**config.mk**
```make
export PLATFORM = sky130hd
export DESIGN_NAME = counting_semaphore_table
export DESIGN_NICKNAME = d
export VERILOG_FILES = /design/src/cst_pkg.sv /design/src/cst_find_free.sv /design/src/counting_semaphore_table.sv
export SDC_FILE = /design/constraint.sdc
export NUM_CORES = 1
export LEC_CHECK = 0
export BUFFER_PORTS_ARGS = -buffer_cell sky130_fd_sc_hd__clkbuf_2
export CAP_MARGIN = 10
export CORE_MARGIN = 1
export CORE_UTILIZATION = 67
export DETAILED_ROUTE_END_ITERATION = 8
export PLACE_DENSITY = 0.88
export SLEW_MARGIN = 0
export SYNTH_ARGS = -nofsm -noshare
export SYNTH_HDL_FRONTEND = slang
export SYNTH_HIERARCHICAL = 1
export SYNTH_SLANG_ARGS = --single-unit
```
**constraint.sdc**
```tcl
create_clock -name clk -period 8.7 [get_ports clk]
set_input_delay 1.74 -clock clk [delete_from_list [all_inputs] [get_ports clk]]
set_output_delay 1.74 -clock clk [all_outputs]
set_load 0.02 [all_outputs]
```
**src/cst_pkg.sv**
```systemverilog
// ----------------------------------------------------------------------------
// cst_pkg
// Shared types and fixed field widths for the counting semaphore table.
// ----------------------------------------------------------------------------
package cst_pkg;

	localparam int FUNC_W    = 3;
	localparam int SEM_IDX_W = 8;
	localparam int INIT_W    = 16;
	localparam int CNT_OUT_W = 16;
	localparam int IN_DATA_W  = 32;
	localparam int OUT_DATA_W = 32;

	typedef enum logic [FUNC_W-1:0] {
		FUNC_ALLOC   = 3'd0,
		FUNC_DESTROY = 3'd1,
		FUNC_INIT    = 3'd2,
		FUNC_WAIT    = 3'd3,
		FUNC_POST    = 3'd4
	} func_t;

	typedef struct packed {
		func_t                   func;
		logic [SEM_IDX_W-1:0]    sem_index;
		logic [INIT_W-1:0]       init_count;
	} cmd_t;

	typedef struct packed {
		logic                    status;
		logic [SEM_IDX_W-1:0]    alloc_index;
		logic                    must_block;
		logic                    wake_one;
		logic                    wake_all;
		logic [CNT_OUT_W-1:0]    count_after;
	} res_t;

endpackage

```
**src/cst_find_free.sv**
```systemverilog
// ----------------------------------------------------------------------------
// cst_find_free
// Priority encoder: lowest-numbered free entry of the allocation flags.
// ----------------------------------------------------------------------------
module cst_find_free import cst_pkg::*; #(
	parameter int NUM_ENTRIES = 32,
	parameter int IDX_W       = 5
) (
	input  logic [NUM_ENTRIES-1:0] flags,
	output logic                   found,
	output logic [IDX_W-1:0]       index
);

	always_comb begin
		found = 1'b0;
		index = '0;
		for (int i = NUM_ENTRIES - 1; i >= 0; i--) begin
			if (!flags[i]) begin
				found = 1'b1;
				index = IDX_W'(i);
			end
		end
	end

endmodule

```
**src/counting_semaphore_table.sv**
```systemverilog
// ----------------------------------------------------------------------------
// counting_semaphore_table
// Table of counting semaphores: alloc, destroy, init, wait and post commands.
// ----------------------------------------------------------------------------
// Path: a transaction passes the command register, then the result register,
// before result valid; the table updates at the same edge as the result.
// Throughput: one command per cycle while results are taken; lookup, free
// search and update fit in the single stage between the two registers.
// Reset: all entries free, both channels empty. Counts are not cleared by
// reset; an entry's count is zeroed when it is allocated.
// ----------------------------------------------------------------------------
module counting_semaphore_table import cst_pkg::*; #(
	parameter int NUM_SEMAPHORES = 32,
	parameter int COUNT_BITS     = 16
) (
	input  logic                  clk,
	input  logic                  arst_n,
	input  logic                  s_axis_tvalid,
	output logic                  s_axis_tready,
	// [2:0] func, [10:3] sem_index, [26:11] init_count, [31:27] zero
	input  logic [IN_DATA_W-1:0]  s_axis_tdata,
	output logic                  m_axis_tvalid,
	input  logic                  m_axis_tready,
	// [0] status, [8:1] alloc_index, [9] must_block, [10] wake_one,
	// [11] wake_all, [27:12] count_after, [31:28] zero
	output logic [OUT_DATA_W-1:0] m_axis_tdata
);

	localparam int IDX_W = (NUM_SEMAPHORES > 1) ? $clog2(NUM_SEMAPHORES) : 1;
	localparam int EXT_W = ((COUNT_BITS > CNT_OUT_W) ? COUNT_BITS : CNT_OUT_W) + 1;
	localparam logic [COUNT_BITS-1:0] CMAX = {1'b0, {(COUNT_BITS-1){1'b1}}};
	localparam logic [COUNT_BITS-1:0] CMIN = {1'b1, {(COUNT_BITS-1){1'b0}}};
	localparam logic [EXT_W-1:0] CMAX_EXT = {{(EXT_W-COUNT_BITS){1'b0}}, CMAX};
	localparam logic [EXT_W-1:0] CMIN_EXT = {{(EXT_W-COUNT_BITS){1'b1}}, CMIN};

	cmd_t                      cmd_in;
	cmd_t                      cmd_s1;
	logic                      valid_s1;
	logic                      advance;

	logic [NUM_SEMAPHORES-1:0] flags_q;
	logic [COUNT_BITS-1:0]     counts_q [NUM_SEMAPHORES];

	logic                      free_found;
	logic [IDX_W-1:0]          free_idx;

	logic [IDX_W-1:0]          sel;
	logic                      idx_ok;
	logic [COUNT_BITS-1:0]     cur;
	logic [EXT_W-1:0]          init_ext;
	logic [COUNT_BITS-1:0]     init_sat;

	logic                      wr_en;
	logic [IDX_W-1:0]          wr_idx;
	logic [COUNT_BITS-1:0]     wr_cnt;
	logic                      set_flag;
	logic                      clr_flag;
	logic                      report_cnt;
	logic [EXT_W-1:0]          wr_ext;
	res_t                      res_base;
	res_t                      res_d;
	res_t                      res_q;

	assign cmd_in.func       = func_t'(s_axis_tdata[2:0]);
	assign cmd_in.sem_index  = s_axis_tdata[10:3];
	assign cmd_in.init_count = s_axis_tdata[26:11];

	assign advance       = valid_s1 && (!m_axis_tvalid || m_axis_tready);
	assign s_axis_tready = !valid_s1 || advance;

	always_ff @(posedge clk or negedge arst_n) begin
		if (!arst_n) begin
			valid_s1 <= 1'b0;
		end else if (s_axis_tready) begin
			valid_s1 <= s_axis_tvalid;
		end
	end

	always_ff @(posedge clk) begin
		if (s_axis_tvalid && s_axis_tready) begin
			cmd_s1 <= cmd_in;
		end
	end

	cst_find_free #(
		.NUM_ENTRIES (NUM_SEMAPHORES),
		.IDX_W       (IDX_W)
	) u_find_free (
		.flags (flags_q),
		.found (free_found),
		.index (free_idx)
	);

	assign sel    = cmd_s1.sem_index[IDX_W-1:0];
	assign idx_ok = ({1'b0, cmd_s1.sem_index} < (SEM_IDX_W+1)'(NUM_SEMAPHORES)) && flags_q[sel];
	assign cur    = counts_q[sel];

	assign init_ext = {{(EXT_W-INIT_W){cmd_s1.init_count[INIT_W-1]}}, cmd_s1.init_count};

	always_comb begin
		if ($signed(init_ext) > $signed(CMAX_EXT)) begin
			init_sat = CMAX;
		end else if ($signed(init_ext) < $signed(CMIN_EXT)) begin
			init_sat = CMIN;
		end else begin
			init_sat = init_ext[COUNT_BITS-1:0];
		end
	end

	always_comb begin
		res_base        = '0;
		res_base.status = 1'b1;
		wr_en           = 1'b0;
		wr_idx          = sel;
		wr_cnt          = cur;
		set_flag        = 1'b0;
		clr_flag        = 1'b0;
		report_cnt      = 1'b0;
		case (cmd_s1.func)
			FUNC_ALLOC: begin
				if (free_found) begin
					res_base.status      = 1'b0;
					res_base.alloc_index = SEM_IDX_W'(free_idx);
					wr_en                = 1'b1;
					wr_idx               = free_idx;
					wr_cnt               = '0;
					set_flag             = 1'b1;
				end
			end
			FUNC_DESTROY: begin
				if (idx_ok) begin
					res_base.status   = 1'b0;
					res_base.wake_all = cur[COUNT_BITS-1];
					wr_en             = 1'b1;
					wr_cnt            = '0;
					clr_flag          = 1'b1;
				end
			end
			FUNC_INIT: begin
				if (idx_ok) begin
					res_base.status = 1'b0;
					wr_en           = 1'b1;
					wr_cnt          = init_sat;
					report_cnt      = 1'b1;
				end
			end
			FUNC_WAIT: begin
				if (idx_ok) begin
					res_base.status = 1'b0;
					wr_en           = 1'b1;
					wr_cnt          = (cur == CMIN) ? CMIN : cur - 1'b1;
					report_cnt      = 1'b1;
				end
			end
			FUNC_POST: begin
				if (idx_ok) begin
					res_base.status   = 1'b0;
					res_base.wake_one = cur[COUNT_BITS-1];
					wr_en             = 1'b1;
					wr_cnt            = (cur == CMAX) ? CMAX : cur + 1'b1;
					report_cnt        = 1'b1;
				end
			end
			default: begin
			end
		endcase
	end

	assign wr_ext = {{(EXT_W-COUNT_BITS){wr_cnt[COUNT_BITS-1]}}, wr_cnt};

	always_comb begin
		res_d = res_base;
		if (report_cnt) begin
			res_d.count_after = wr_ext[CNT_OUT_W-1:0];
			res_d.must_block  = (cmd_s1.func == FUNC_WAIT) && wr_cnt[COUNT_BITS-1];
		end
	end

	always_ff @(posedge clk or negedge arst_n) begin
		if (!arst_n) begin
			flags_q <= '0;
		end else if (advance) begin
			if (set_flag) begin
				flags_q[wr_idx] <= 1'b1;
			end
			if (clr_flag) begin
				flags_q[wr_idx] <= 1'b0;
			end
		end
	end

	always_ff @(posedge clk) begin
		if (advance && wr_en) begin
			counts_q[wr_idx] <= wr_cnt;
		end
	end

	always_ff @(posedge clk or negedge arst_n) begin
		if (!arst_n) begin
			m_axis_tvalid <= 1'b0;
		end else if (advance) begin
			m_axis_tvalid <= 1'b1;
		end else if (m_axis_tready) begin
			m_axis_tvalid <= 1'b0;
		end
	end

	always_ff @(posedge clk) begin
		if (advance) begin
			res_q <= res_d;
		end
	end

	assign m_axis_tdata = {
		{(OUT_DATA_W-28){1'b0}},
		res_q.count_after,
		res_q.wake_all,
		res_q.wake_one,
		res_q.must_block,
		res_q.alloc_index,
		res_q.status
	};

	a_alloc_status: assert property (@(posedge clk) disable iff (!arst_n)
		advance && cmd_s1.func == FUNC_ALLOC
		|=> m_axis_tvalid && (res_q.status == !$past(free_found)))
		else $error("alloc status does not match free search");

	a_destroy_frees: assert property (@(posedge clk) disable iff (!arst_n)
		advance && clr_flag |=> !flags_q[$past(wr_idx)])
		else $error("destroyed entry still marked allocated");

	a_alloc_claims: assert property (@(posedge clk) disable iff (!arst_n)
		advance && set_flag |=> flags_q[$past(wr_idx)] && counts_q[$past(wr_idx)] == '0)
		else $error("allocated entry not claimed with zero count");

	a_block_negative: assert property (@(posedge clk) disable iff (!arst_n)
		m_axis_tvalid && res_q.must_block |-> res_q.count_after[CNT_OUT_W-1] && !res_q.status)
		else $error("must_block with non-negative count");

	a_cmd_hold: assert property (@(posedge clk) disable iff (!arst_n)
		valid_s1 && !advance |=> valid_s1 && $stable(cmd_s1))
		else $error("stalled command overwritten");

endmodule

```
==> metrics.txt <==
# TYPE chip_impl_metric gauge
chip_impl_info{name="clock_tree.root_cell",value="sky130_fd_sc_hd__clkbuf_16"} 1
chip_impl_metric{name="clock_slew_at_the_register_clock_pins_of_the_worst_setup_and_hold_paths",unit="ns"} 0.06
chip_impl_metric{name="portBuffers",unit=""} 57
chip_impl_metric{name="postCtsSetupBuffers",unit=""} 0
chip_impl_metric{name="slew_violations",unit=""} 0
chip_impl_info{name="synthTopCellsByArea",value="sky130_fd_sc_hd__edfxtp_1 (67%), sky130_fd_sc_hd__mux4_2 (12%), sky130_fd_sc_hd__dfrtp_1 (3.4%)"} 1
chip_impl_metric{name="post-dp-hpwl",unit="mm"} 39.53
chip_impl_metric{name="syn-cell-area",unit="µm²"} 25380
chip_impl_metric{name="htree_levels",unit=""} 2
chip_impl_metric{name="cts_inserted_buffers",unit=""} 56
chip_impl_metric{name="routabilityCongestion",unit=""} 0.9407
chip_impl_info{name="worstHoldPathType",value="flop to flop"} 1
chip_impl_metric{name="design.final.nets",unit=""} 1579
chip_impl_metric{name="area.sequential",unit="µm²"} 17900
chip_impl_info{name="yosysMostFrequentCell",value="sky130_fd_sc_hd__edfxtp_1"} 1
chip_impl_metric{name="synth-seq-area-share",unit=""} 0.7048
chip_impl_info{name="run_status",value="complete, no violations"} 1
chip_impl_metric{name="cp_data_arrival_time",unit="ns"} 6.51
chip_impl_metric{name="placementRows",unit=""} 70
chip_impl_info{name="yosys-top-cells-count",value="sky130_fd_sc_hd__edfxtp_1 (564), sky130_fd_sc_hd__mux4_2 (133), sky130_fd_sc_hd__a21oi_1 (95)"} 1
chip_impl_metric{name="ys_seq_elements",unit=""} 603
chip_impl_metric{name="fp.dieArea",unit="µm²"} 38660
chip_impl_metric{name="routed_antenna_nets",unit=""} 0
chip_impl_metric{name="finalSetupViolations",unit=""} 0
chip_impl_metric{name="leakage",unit="nW"} 9.322
chip_impl_metric{name="post_synth_xor_area_fraction",unit=""} 0.004487
chip_impl_metric{name="ir_drop",unit="mV"} 0.3040
chip_impl_metric{name="mux_contribution_to_synthesized_area",unit=""} 0.1459
chip_impl_info{name="rsz_0062_raised_after_global_routing",value="no"} 1
chip_impl_metric{name="boundaryPins",unit=""} 70
chip_impl_metric{name="synth_fa_ha_area_frac",unit=""} 0.001479
chip_impl_metric{name="area_share_of_the_largest_cell_type_after_synthesis",unit=""} 0.6674
chip_impl_metric{name="floorplan.die.width",unit="µm"} 196.6
chip_impl_metric{name="detail_route.drc_violations",unit=""} 0
chip_impl_metric{name="hold_viol",unit=""} 0
chip_impl_metric{name="fmax",unit="GHz"} 0.1520
chip_impl_metric{name="antenna_cell_count",unit=""} 0
chip_impl_metric{name="synth.lib_cells_used.distinct",unit=""} 84
chip_impl_metric{name="detail_route.wl_per_cell",unit="µm"} 32.15
chip_impl_metric{name="initial_util",unit=""} 0.6866
chip_impl_metric{name="final_layout_size_suffix_gt1_frac",unit=""} 0.2426
chip_impl_metric{name="core_area",unit="µm²"} 36960
chip_impl_metric{name="dieHeight",unit="µm"} 196.6
chip_impl_metric{name="wl",unit="mm"} 67.22
chip_impl_metric{name="worstMarginPinSlew",unit="ns"} 1.435
chip_impl_metric{name="max_cap_check_violation_count",unit=""} 0
chip_impl_metric{name="drtPass1Iterations",unit=""} 6
chip_impl_metric{name="clock_sinks",unit=""} 603
chip_impl_metric{name="antenna_found_initial",unit=""} 0
chip_impl_metric{name="finalSetupTns",unit="ns"} 0
chip_impl_info{name="critical_path_class",value="flop to flop"} 1
chip_impl_metric{name="worst_skew_pair.late_latency",unit="ns"} 0.62
chip_impl_metric{name="critical_path.max_fanout",unit=""} 32
chip_impl_metric{name="synth_async_sr_flop_share",unit=""} 0.05638
chip_impl_metric{name="grt.total_usage",unit=""} 0.3565
chip_impl_metric{name="grt_max_degree",unit=""} 57
chip_impl_metric{name="powerDensity",unit="nW/µm²"} 245.5
chip_impl_metric{name="post_synth.cell_area_avg",unit="µm²"} 17.69
chip_impl_info{name="cts_tree",value="built"} 1
chip_impl_metric{name="cts_hold_repair.buffers",unit=""} 0
chip_impl_metric{name="worst_clock_skew",unit="ns"} 0.02225
chip_impl_info{name="synthFlopType",value="sky130_fd_sc_hd__edfxtp_1"} 1
chip_impl_metric{name="grt_pass1_vias",unit=""} 14838
chip_impl_metric{name="dp.cells",unit=""} 1984
chip_impl_info{name="dominant_combinational_cell_family_by_area_after_synthesis",value="multiplexers"} 1
chip_impl_metric{name="first_pass_grt_wire_length",unit="mm"} 97.38
chip_impl_metric{name="fin_crit_sh",unit=""} 0.7560
chip_impl_info{name="netlist.top_cell.by_area",value="sky130_fd_sc_hd__edfxtp_1"} 1
chip_impl_metric{name="post_cts.resized_instances",unit=""} 0
chip_impl_metric{name="synth_compound_gate_area_share",unit=""} 0.05754
chip_impl_info{name="timing.critical_path.to_type",value="flop"} 1
chip_impl_metric{name="routed_via_density",unit=""} 7.253
chip_impl_metric{name="initialDrtViolationCount",unit=""} 2325
chip_impl_metric{name="yosys.area_share.simple",unit=""} 0.06464
chip_impl_info{name="critical_path.startpoint_type",value="flop"} 1
chip_impl_metric{name="max-slew-margin-rel",unit=""} 0.04064
chip_impl_metric{name="finalCriticalPeriod",unit="ns"} 6.577
chip_impl_metric{name="post_synth_edffs",unit=""} 564
chip_impl_metric{name="clockBufferDepth",unit=""} 3
chip_impl_metric{name="area_of_the_multi_input_gates",unit="µm²"} 7034
chip_impl_metric{name="synthCells",unit=""} 1435
chip_impl_metric{name="layout-area-overhead-vs-synth",unit="%"} 11.13
chip_impl_metric{name="critical_path_required",unit="ns"} 8.63
chip_impl_metric{name="global_route.overflow_total",unit=""} 0
chip_impl_metric{name="yosysWarnings",unit=""} 6
chip_impl_metric{name="stdcell_count",unit=""} 2091
chip_impl_metric{name="number_of_filler_instances_in_the_final_layout",unit=""} 1994
chip_impl_metric{name="via_count",unit=""} 15165
[worst paths after layout]
kind	depth (start not counted)	slack [ns]	to	startpoint
max	13	2.12	counts_q[14][13]	flop
min	1	0.51	m_axis_tvalid	valid_s1
max reg2reg	13	2.12	counts_q[14][13]	flop
min reg2reg	1	0.51	m_axis_tvalid	valid_s1
max in group asynchronous	1	6.93	flags_q[4]	arst_n
min in group asynchronous	1	1.23	flags_q[28]	arst_n
[where the power goes]
group / internal (W) / switching [W] / leakage, nW
combinational: 0.000318 / 0.000627 / 2.81
sequential: 0.00342 / 0.000111 / 5.64
clock: 0.00138 / 0.00106 / 0.874
total: 0.00512 / 0.00180 / 9.32
[placed cells by master, fill, tap and decap left out, types with 27 or more instances in the layout]
master / instances
sky130_fd_sc_hd__edfxtp_1: 564
sky130_fd_sc_hd__mux4_2: 133
sky130_fd_sc_hd__nand2_1: 57
sky130_fd_sc_hd__a21oi_1: 91
sky130_fd_sc_hd__o21ai_0: 27
sky130_fd_sc_hd__clkbuf_2: 57
sky130_fd_sc_hd__clkbuf_16: 57
sky130_fd_sc_hd__buf_4: 60
sky130_fd_sc_hd__dfrtp_1: 34
sky130_fd_sc_hd__nor2_1: 85
[cell type report]
| class | count | area share |
|---|---|---|
| Sequential cell | 603 | 0.6345 |
| Multi-Input combinational cell | 744 | 0.2494 |
| Clock buffer | 71 | 0.05244 |
| Timing Repair Buffer | 119 | 0.02733 |
| Tap cell | 504 | 0.02236 |
| Clock inverter | 34 | 0.01180 |
| Inverter | 16 | 0.002129 |
[layer usage]
| layer | global-route usage | wire, µm | share of wire |
|---|---|---|---|
| met1 | 0.4902 | 22960 | 0.34 |
| met2 | 0.5517 | 31890 | 0.47 |
| met3 | 0.06930 | 8734 | 0.13 |
| met4 | 0.1906 | 3630 | 0.054 |
| met5 | 0 | 0 | 0 |
[metrics by stage]
stage,instance area (µm²),hold slack (ns),setup WS [ns],utilization,total power [W]
global placement,26360,0.4668,2.680,0.7132,0.004431
detailed placement,26360,0.4881,2.419,0.7132,0.004485
floorplan,25400,0.4569,2.772,-,0.004161
global route,28200,0.5312,2.052,0.7631,0.007084
finish,28200,0.5114,2.123,0.7631,0.006923
CTS,28170,0.5111,2.314,0.7623,0.006900
[logic make-up after synthesis]
| group | Yosys count |
|---|---|
| other | 1 |
| flip-flops | 603 |
| buffers and inverters | 94 |
| AND/OR/NAND/NOR | 308 |
| multiplexers | 182 |
| AO/OA/AOI/OAI | 231 |
| adder cells (fa/ha/maj) | 3 |
| XOR/XNOR | 13 |
[registers in the layout (all words and copies together) (netlist names), named ones only]
name and cells:
cmd_s1 27, counts_q 512, flags_q 32, m_axis_tdata 25, m_axis_tvalid 1, valid_s1 1
[worst max-delay path: stages (launching register included)]
cell and delay, ns:
sky130_fd_sc_hd__dfxtp_4 0.73, sky130_fd_sc_hd__buf_4 0.48, sky130_fd_sc_hd__mux4_2 0.59, sky130_fd_sc_hd__mux4_2 0.60
sky130_fd_sc_hd__mux2i_4 0.42, sky130_fd_sc_hd__inv_1 0.12, sky130_fd_sc_hd__ha_1 0.23, sky130_fd_sc_hd__inv_1 0.11
sky130_fd_sc_hd__or3_1 0.27, sky130_fd_sc_hd__or3_1 0.33, sky130_fd_sc_hd__nor4_2 0.10, sky130_fd_sc_hd__buf_4 0.22
sky130_fd_sc_hd__o41ai_1 0.52, sky130_fd_sc_hd__nand3_1 1.10
(Power assumes the default switching activity.)
